### config.mk
export PLATFORM = sky130hd
export DESIGN_NAME = rbts_window
export DESIGN_NICKNAME = d
export VERILOG_FILES = /design/src/sv/rbts_pkg.sv /design/src/sv/rbts_ram.sv /design/src/sv/rbts_window.sv
export SDC_FILE = /design/constraint.sdc
export NUM_CORES = 2
export LEC_CHECK = 0
export ABC_AREA = 1
export ABC_CLOCK_PERIOD_IN_PS = 18200
export BUFFER_PORTS_ARGS = -buffer_cell sky130_fd_sc_hd__buf_2
export CAP_MARGIN = 20
export CORE_ASPECT_RATIO = 0.6
export CORE_MARGIN = 1.5
export CORE_UTILIZATION = 30
export CTS_BUF_LIST = sky130_fd_sc_hd__clkbuf_8
export DETAILED_ROUTE_END_ITERATION = 8
export SLEW_MARGIN = 20
export SYNTH_ARGS = -nofsm -noshare
export SYNTH_HDL_FRONTEND = slang
export SYNTH_SLANG_ARGS = --single-unit
export TNS_END_PERCENT = 20
### constraint.sdc
create_clock -name clk -period 18.2 [get_ports clk]
set_clock_uncertainty 0.2 [all_clocks]
set_input_delay 1.82 -clock clk [delete_from_list [all_inputs] [get_ports clk]]
set_output_delay 1.82 -clock clk [all_outputs]
set_load 0.02 [all_outputs]
### src/sv/rbts_pkg.sv
// rbts_pkg: shared types, register codes and helpers of the rolling band trade signal block
`timescale 1ns / 1ps

package rbts_pkg;

  // fixed field widths
  localparam int WLEN_BITS     = 7;
  localparam int LIMIT_BITS    = 10;
  localparam int MULT_BITS     = 4;
  localparam int POS_BITS      = 11;
  localparam int BAL_BITS      = 48;
  localparam int P2_BITS       = 2 * MULT_BITS;
  localparam int CFG_IDX_BITS  = 2;
  localparam int CFG_DATA_BITS = 10;

  // configuration register indexes
  localparam logic [CFG_IDX_BITS-1:0] CFG_WINDOW_LEN = 2'd0;
  localparam logic [CFG_IDX_BITS-1:0] CFG_POS_LIMIT  = 2'd1;
  localparam logic [CFG_IDX_BITS-1:0] CFG_BAND_MULT  = 2'd2;

  // configuration reset values
  localparam logic [WLEN_BITS-1:0]  WLEN_RESET  = 7'd5;
  localparam logic [LIMIT_BITS-1:0] LIMIT_RESET = 10'd5;
  localparam logic [MULT_BITS-1:0]  MULT_RESET  = 4'd3;

  // trade action codes
  typedef enum logic [1:0] {
    ACT_HOLD = 2'd0,
    ACT_BUY  = 2'd1,
    ACT_SELL = 2'd2
  } action_t;

  // sequencer to window store control
  typedef struct packed {
    logic load;     // latch price, read oldest slot
    logic update;   // commit running sums and pointers
    logic restart;  // empty the window
  } win_ctl_t;

  // clamp a 49-bit signed value into the 48-bit balance range
  function automatic logic signed [BAL_BITS-1:0] sat_bal(input logic signed [BAL_BITS:0] v);
    logic signed [BAL_BITS-1:0] res;
    begin
      if (v[BAL_BITS] != v[BAL_BITS-1]) begin
        res = v[BAL_BITS] ? {1'b1, {(BAL_BITS-1){1'b0}}} : {1'b0, {(BAL_BITS-1){1'b1}}};
      end else begin
        res = v[BAL_BITS-1:0];
      end
      return res;
    end
  endfunction

endpackage

### src/sv/rbts_ram.sv
// rbts_ram: generic single-write, single-read memory with registered read data
`timescale 1ns / 1ps

module rbts_ram #(
  parameter int WIDTH = 24,
  parameter int DEPTH = 64
) (
  input  logic                     clk,
  input  logic                     we,
  input  logic [$clog2(DEPTH)-1:0] waddr,
  input  logic [WIDTH-1:0]         wdata,
  input  logic [$clog2(DEPTH)-1:0] raddr,
  output logic [WIDTH-1:0]         rdata
);

  logic [WIDTH-1:0] mem_r [DEPTH];

  // write port
  always_ff @(posedge clk) begin
    if (we) begin
      mem_r[waddr] <= wdata;
    end
  end

  // registered read port
  always_ff @(posedge clk) begin
    rdata <= mem_r[raddr];
  end

endmodule

### src/sv/rbts_window.sv
// rbts_window: ring store of recent prices with running sum and sum of squares
`timescale 1ns / 1ps

module rbts_window #(
  parameter int MAX_WINDOW = 64,
  parameter int PRICE_BITS = 24
) (
  input  logic                                        clk,
  input  logic                                        rst_n,
  input  rbts_pkg::win_ctl_t                          ctl,
  input  logic [$clog2(MAX_WINDOW+1)-1:0]             n,
  input  logic [PRICE_BITS-1:0]                       price,
  output logic [PRICE_BITS+$clog2(MAX_WINDOW)-1:0]    sum,
  output logic [2*PRICE_BITS+$clog2(MAX_WINDOW)-1:0]  sum_sq,
  output logic                                        ready
);

  localparam int AW = $clog2(MAX_WINDOW);
  localparam int NW = $clog2(MAX_WINDOW + 1);
  localparam int SW = PRICE_BITS + AW;
  localparam int QW = 2 * PRICE_BITS + AW;
  localparam int PW = 2 * PRICE_BITS;

  logic [AW-1:0]         ptr_r;
  logic [NW-1:0]         fill_r;
  logic [SW-1:0]         sum_r;
  logic [QW-1:0]         sum_sq_r;
  logic                  ready_r;
  logic                  sq_r;
  logic                  full_r;
  logic [AW-1:0]         slot_r;
  logic [PRICE_BITS-1:0] price_r;
  logic [PRICE_BITS-1:0] old_r;
  logic [PW-1:0]         old_sq_r;
  logic [PW-1:0]         new_sq_r;
  logic [AW-1:0]         slot;
  logic [PRICE_BITS-1:0] rdata;
  logic [PRICE_BITS-1:0] old;
  logic [NW:0]           ptr_inc;

  // slot to overwrite, wrapping if the pointer ran past the window
  assign slot    = ((NW+1)'(ptr_r) >= (NW+1)'(n)) ? '0 : ptr_r;
  assign old     = full_r ? rdata : '0;
  assign ptr_inc = (NW+1)'(slot_r) + (NW+1)'(1);

  rbts_ram #(
    .WIDTH (PRICE_BITS),
    .DEPTH (MAX_WINDOW)
  ) u_ram (
    .clk   (clk),
    .we    (sq_r),
    .waddr (slot_r),
    .wdata (price_r),
    .raddr (slot),
    .rdata (rdata)
  );

  // word capture and squaring stage
  always_ff @(posedge clk) begin
    if (ctl.load) begin
      slot_r  <= slot;
      price_r <= price;
      full_r  <= fill_r >= n;
    end
    if (sq_r) begin
      old_r    <= old;
      old_sq_r <= PW'(old) * PW'(old);
      new_sq_r <= PW'(price_r) * PW'(price_r);
    end
  end

  // running state
  always_ff @(posedge clk) begin
    if (!rst_n) begin
      ptr_r    <= '0;
      fill_r   <= '0;
      sum_r    <= '0;
      sum_sq_r <= '0;
      ready_r  <= 1'b0;
      sq_r     <= 1'b0;
    end else begin
      sq_r <= ctl.load;
      if (ctl.restart) begin
        ptr_r    <= '0;
        fill_r   <= '0;
        sum_r    <= '0;
        sum_sq_r <= '0;
        ready_r  <= 1'b0;
      end else if (ctl.update) begin
        sum_r    <= sum_r - SW'(old_r) + SW'(price_r);
        sum_sq_r <= sum_sq_r - QW'(old_sq_r) + QW'(new_sq_r);
        if (!full_r) begin
          fill_r <= fill_r + NW'(1);
        end
        ptr_r   <= (ptr_inc >= (NW+1)'(n)) ? '0 : ptr_inc[AW-1:0];
        ready_r <= full_r || (((NW+1)'(fill_r) + (NW+1)'(1)) >= (NW+1)'(n));
      end
    end
  end

  assign sum    = sum_r;
  assign sum_sq = sum_sq_r;
  assign ready  = ready_r;

  // fill count never passes the window length
  a_fill_bound: assert property (@(posedge clk) disable iff (!rst_n) fill_r <= n)
    else $error("window fill count above window length");

  // after an update the write pointer lies inside the window
  a_ptr_bound: assert property (@(posedge clk) disable iff (!rst_n)
    (ctl.update && !ctl.restart) |=> ((NW+1)'(ptr_r) < (NW+1)'($past(n))))
    else $error("write pointer outside window");

endmodule

# Word level (Yosys, flattened, before mapping)
# Memory sizes are Yosys's and may differ from the RTL's. A register that Yosys moved wholly into a read port is not among the register bits.
# Index checks and enable logic that the tools add are counted.
# Widths: inputs -> output; s select.
[totals]
ff_bits = 250
latch_bits = 0
mem_bits_rw = 1536
rom_bits = 0
input_bits = 36
out_inout_bits = 85
word_cells = 36
memories = 1
[classes]
addsub = 7
mul = 2
n_div = 0
n_lt_le_gt_ge = 4
n_eq_ne = 0
n_shift = 0
mux = 5
n_bitwise = 2
n_reduce_logical = 3
[mem_list]
columns = ["name", "words", "width", "read_ports", "rd_ports_with_merged_regs", "write_ports", "line_no", "source"]
rows = [
  ["u_ram.mem_r", 64, 24, 1, 1, 1, "rbts_ram.sv:16", "logic [WIDTH-1:0] mem_r [DEPTH];"],
]
[op_table]
columns = ["op", "count"]
rows = [
  ["$mul 24x24->48", 2],
  ["$add 54x48->54", 1],
  ["$sub 54x48->54", 1],
  ["$add 30x24->30", 1],
  ["$sub 30x24->30", 1],
  ["$mux 24", 1],
  ["$ge 7x7->1", 2],
  ["$mux 6", 2],
  ["$add 7x1->8 const B", 1],
  ["$ge 8x7->1", 1],
  ["$add 6x1->7 const B", 1],
  ["$add 7x1->7 const B", 1],
  ["$ge 6x7->1", 1],
  ["$mux 1", 2],
  ["$not 1->1", 2],
  ["$reduce_and 2->1", 1],
  ["$reduce_or 2->1", 1],
  ["$logic_or 1x1->1", 1],
]

# Longest topological paths before layout
[logic_depth]
depth_word = 3
depth_mapped = 32
mapped_depth_nobuf = 29

# By module
# A second synthesis with hierarchy kept.
[hier_totals]
cells_unflattened = 11893
area_unflattened_um2 = 114552.4
[by_module_without_submodules]
columns = ["module", "n_inst", "cells_each", "area_each_um2", "seq_area_each_um2"]
rows = [
  ["rbts_ram", 1, 5230, 62755.2, 46604.7],
  ["rbts_window", 1, 6663, 51797.2, 6426.2],
]

# Least setup slack after synthesis
# No wires, ideal clock.
[synth_timing]
kind = "register -> register"
startpoint = "reg price_r[21]"
endpoint = "reg new_sq_r[39], data pin"
setup_time_ns = 0.252
t_arrival_ns = 6.919
required_ns = 17.748
path_slack_ns = 10.829
stages_incl_launch_ff = 28
n_path_buf = 2
period_less_slack_ns = 7.371
cell_sequence = "edfxtp_1 > clkbuf_1 > clkbuf_1 > nand2_1 > fa_1 > inv_1 > fa_1 > inv_1 > fa_1 > inv_1 > fa_1 > inv_1 > fa_1 > inv_1 > fa_1 > inv_1 > fa_1 > inv_1 > ha_1 > nand2_1 > nor2_1 > inv_1 > nor3_1 > nand3_1 > o21ai_0 > nand3_1 > nand3_1 > nand2_1"
[synth_between]
elab_chain_len = 1
[synth_rtl]
columns = ["element", "line_no", "source"]
rows = [
  ["start: declaration", "rbts_window.sv:32", "logic [PRICE_BITS-1:0] price_r;"],
  ["start signal: assignment", "rbts_window.sv:62", "price_r <= price;"],
  ["$mul 24x24->48", "rbts_window.sv:68", "new_sq_r <= PW'(price_r) * PW'(price_r);"],
  ["end signal: assignment", "rbts_window.sv:68", ""],
  ["end: declaration", "rbts_window.sv:35", "logic [PW-1:0] new_sq_r;"],
]
# No other way between the ends.
# A chain may end at the register's enable or synchronous reset.

# Final worst setup path
[layout_timing]
startpoint = "reg full_r"
endpoint = "reg old_sq_r[27], data pin"
[layout_between]
elab_chain_len = 2
[layout_rtl]
columns = ["element", "line_no", "source"]
rows = [
  ["start: declaration", "rbts_window.sv:30", "logic full_r;"],
  ["start signal: assignment", "rbts_window.sv:63", "full_r <= fill_r >= n;"],
  ["$mux 24", "rbts_window.sv:43", "assign old = full_r ? rdata : '0;"],
  ["$mul 24x24->48", "rbts_window.sv:67", "old_sq_r <= PW'(old) * PW'(old);"],
  ["end signal: assignment", "rbts_window.sv:67", ""],
  ["end: declaration", "rbts_window.sv:34", "logic [PW-1:0] old_sq_r;"],
]
# No other way between the ends.

==> impl_metrics.toml <==
[floorplanning]
core-area_um2 = 384000
ios = 121
initial_utilization = 0.3022
rows = 176
die_h_um = 484.8
die_w_um = 806.0
dieArea_um2 = 390700

[place]
numPortBuffers = 120
place_hpwl_um = 270400
place_congestion = 0.9689

[yosys]
synth_cells = 12220
synth.distinct_cells = 42
synth_fa_ha_area_frac = 0.2077
syn-cell-area_um2 = 116100
synth-xor-area-share = 0.01147
synth-compound-area-share = 0.03825
seq_area_frac_synth = 0.4569
ys_seq_elements = 1807
synth.avg_cell_area_um2 = 9.495
synth_largest_area_cell = "edfxtp_1"
yosys-top-cells-area = "edfxtp_1, fa_1, inv_1"
synth_top_family_by_area = "adder cells"
yosys_warnings = 0
synth_top_area_frac = 0.4357
synthMuxAreaShare = 0
synthesis.nets = 13640
yosys.area_share.simple = 0.1821

[clock_network]
htreeDepth = 5
clock-sinks = 1807
cts_tree = "built"
clk_path_buf_depth = 4
postCtsSetupRepairBufs = 0
clock_latency_ns = 0.97
postCtsHoldBufs = 0
cts.clk_slew.worst_paths_ns = 0.08
cts_buffers = 287
cts_root_buffer = "clkbuf_8"
cts_resized = 0

[final_layout]
synthToLayoutAreaGrowth_pct = 10.19
multiInputGateArea_um2 = 51250
drive_above_1_share = 0.06594
final_common_cell = "inv_1"
nFillCells = 39410
layout_common_cells = "inv_1, nand2_1, edfxtp_1"
finalNetCount = 13720
seqCellArea_um2 = 53040

[timing]
slew_violations = 0
layout_min_cycle_time_ns = 9.257
slew_headroom = 0.2091
rsz0062_at_grt = "false"
worstMarginPinSlew_ns = 1.186
hold_viol = 0
min_period_over_period = 0.5086
timing.setup.tns_ns = 0
setup_violations = 0
fmax_mhz = 108.0

[worst_setup_path]
endpoint = "old_sq_r[27]"
path_delay_family = "adder cells"
cp.depth = 25
worstReg2RegEnd = "old_sq_r[27]"
reg2reg_depth = 25
path_class = "flip-flop to flip-flop"
crit_path_max_incr_delay_ns = 0.77
cp.required_ns = 18.72
crit_start = "full_r"
cp-start-kind = "flip-flop"
cp_data_arrival_time_ns = 9.78
path_buf_inv = 9
slowest_stage = "inv_1"
r2r-start = "full_r"
path_max_fanout = 13
r2r_slack_ns = 8.94
crit_top_cell = "inv_1"
endpoint_kind = "flip-flop"

[global_routing]
grt_max_degree = 152
antenna_found_initial = 23
grt_pass1_vias = 82640
grt_pass1_wl_um = 579100
track_usage = 0.1991
grt.overflow.total = 0

[routing]
postRouteAntennaNets = 0
route.detailed.drc = 0
wire_per_inst_um = 22.36
drt-initial-drc-count = 11110
drtPass1Iterations = 6
vias_per_cell = 4.887
vias = 86420
wl_um = 395400

[flow_run]
maxCapViolCount = 0

[outcome]
status = "finished clean"

[min_path]
min_path_type = "flip-flop to flip-flop"
cell families after synthesis:
group / count (synthesis)
AOI/OAI and AO/OA: 823
adders and majority gates: 1376
buffers and inverters: 3124
DFF: 1807
xor gates and xnor gates: 152
and+or+nand+nor: 4942
metrics by stage:
stage	instances	setup WS, ns	util	cell area, µm²	hold WS (ns)
global placement	17180	9.189	0.3195	122700	0.2817
detailed placement	17180	9.217	0.3195	122700	0.2872
CTS	17670	9.187	0.3329	127900	0.2966
global route	17680	8.640	0.3329	127900	0.3210
floorplan	12220	10.83	-	116100	0.2623
finish	17680	8.943	0.3330	127900	0.2937
layer usage:
metal,track usage,part of all wire,vias to the layer above
met4,0.04979,0.027,18
met1,0.3148,0.47,42370
met5,0,0.00030,-
met3,0.06865,0.13,532
met2,0.2518,0.37,4476
li1,-,-,39020
sequential cells by signal, summed over array words and instances (netlist names):
signal / count
old_r: 24
full_r: 1
sum: 30
sq_r: 1
fill_r: 7
ready: 1
ptr_r: 6
sum_sq: 54
u_ram.mem_r: 1536
old_sq_r: 46
price_r: 24
new_sq_r: 47
slot_r: 6
u_ram.rdata: 24
cell type report:
cell class / instances / share of cell area
inverter: 2609 / 0.07679
clock buffer: 300 / 0.03229
multi-input combinational: 7293 / 0.4008
clock inverter: 195 / 0.007954
sequential: 1807 / 0.4147
tap: 5162 / 0.05050
antenna: 9 / 0.0001761
timing repair buffer: 307 / 0.01675
worst min path at each step:
| stage | startpoint | end | slack, ns | cells past startpoint |
|---|---|---|---|---|
| after floorplan | ptr_r[4] | ptr_r[4] | 0.26 | 2 |
| after global placement | ptr_r[5] | ptr_r[5] | 0.28 | 2 |
| after detailed placement | sum[29] | sum[29] | 0.29 | 2 |
| after CTS | sum[29] | sum[29] | 0.30 | 2 |
| after global routing | ptr_r[4] | ptr_r[4] | 0.32 | 2 |
| final | sum[29] | sum[29] | 0.29 | 2 |
synth_stat cells, drive strengths merged:
library cell and n:
inv 2598, nand2 2193, edfxtp 1684, nor2 1144, nand3 1132, fa 917
ha 459, o21ai 357, nand4 338, a21oi 332, clkbuf 268, buf 247
dfxtp 123, xor2 108, or2 78, xnor2 44, nor3 34, o211ai 32
a21o 24, o21a 21, a31oi 20, o21bai 19, clkinv 11, a21boi 10
nor4 10, nand3b 6, and3 4, a211oi 2, a31o 2, nor3b 2
o2111ai 2, and2 1, o221ai 1, o31ai 1
worst min-delay path, cell delays in order, from the launching register on:
cell,delay (ns)
dfxtp_1,0.33
nand2_1,0.07
a21oi_1,0.05
Power is not shown: default switching activity piles up to over one toggle a cycle in this logic, so the estimate is an artifact.
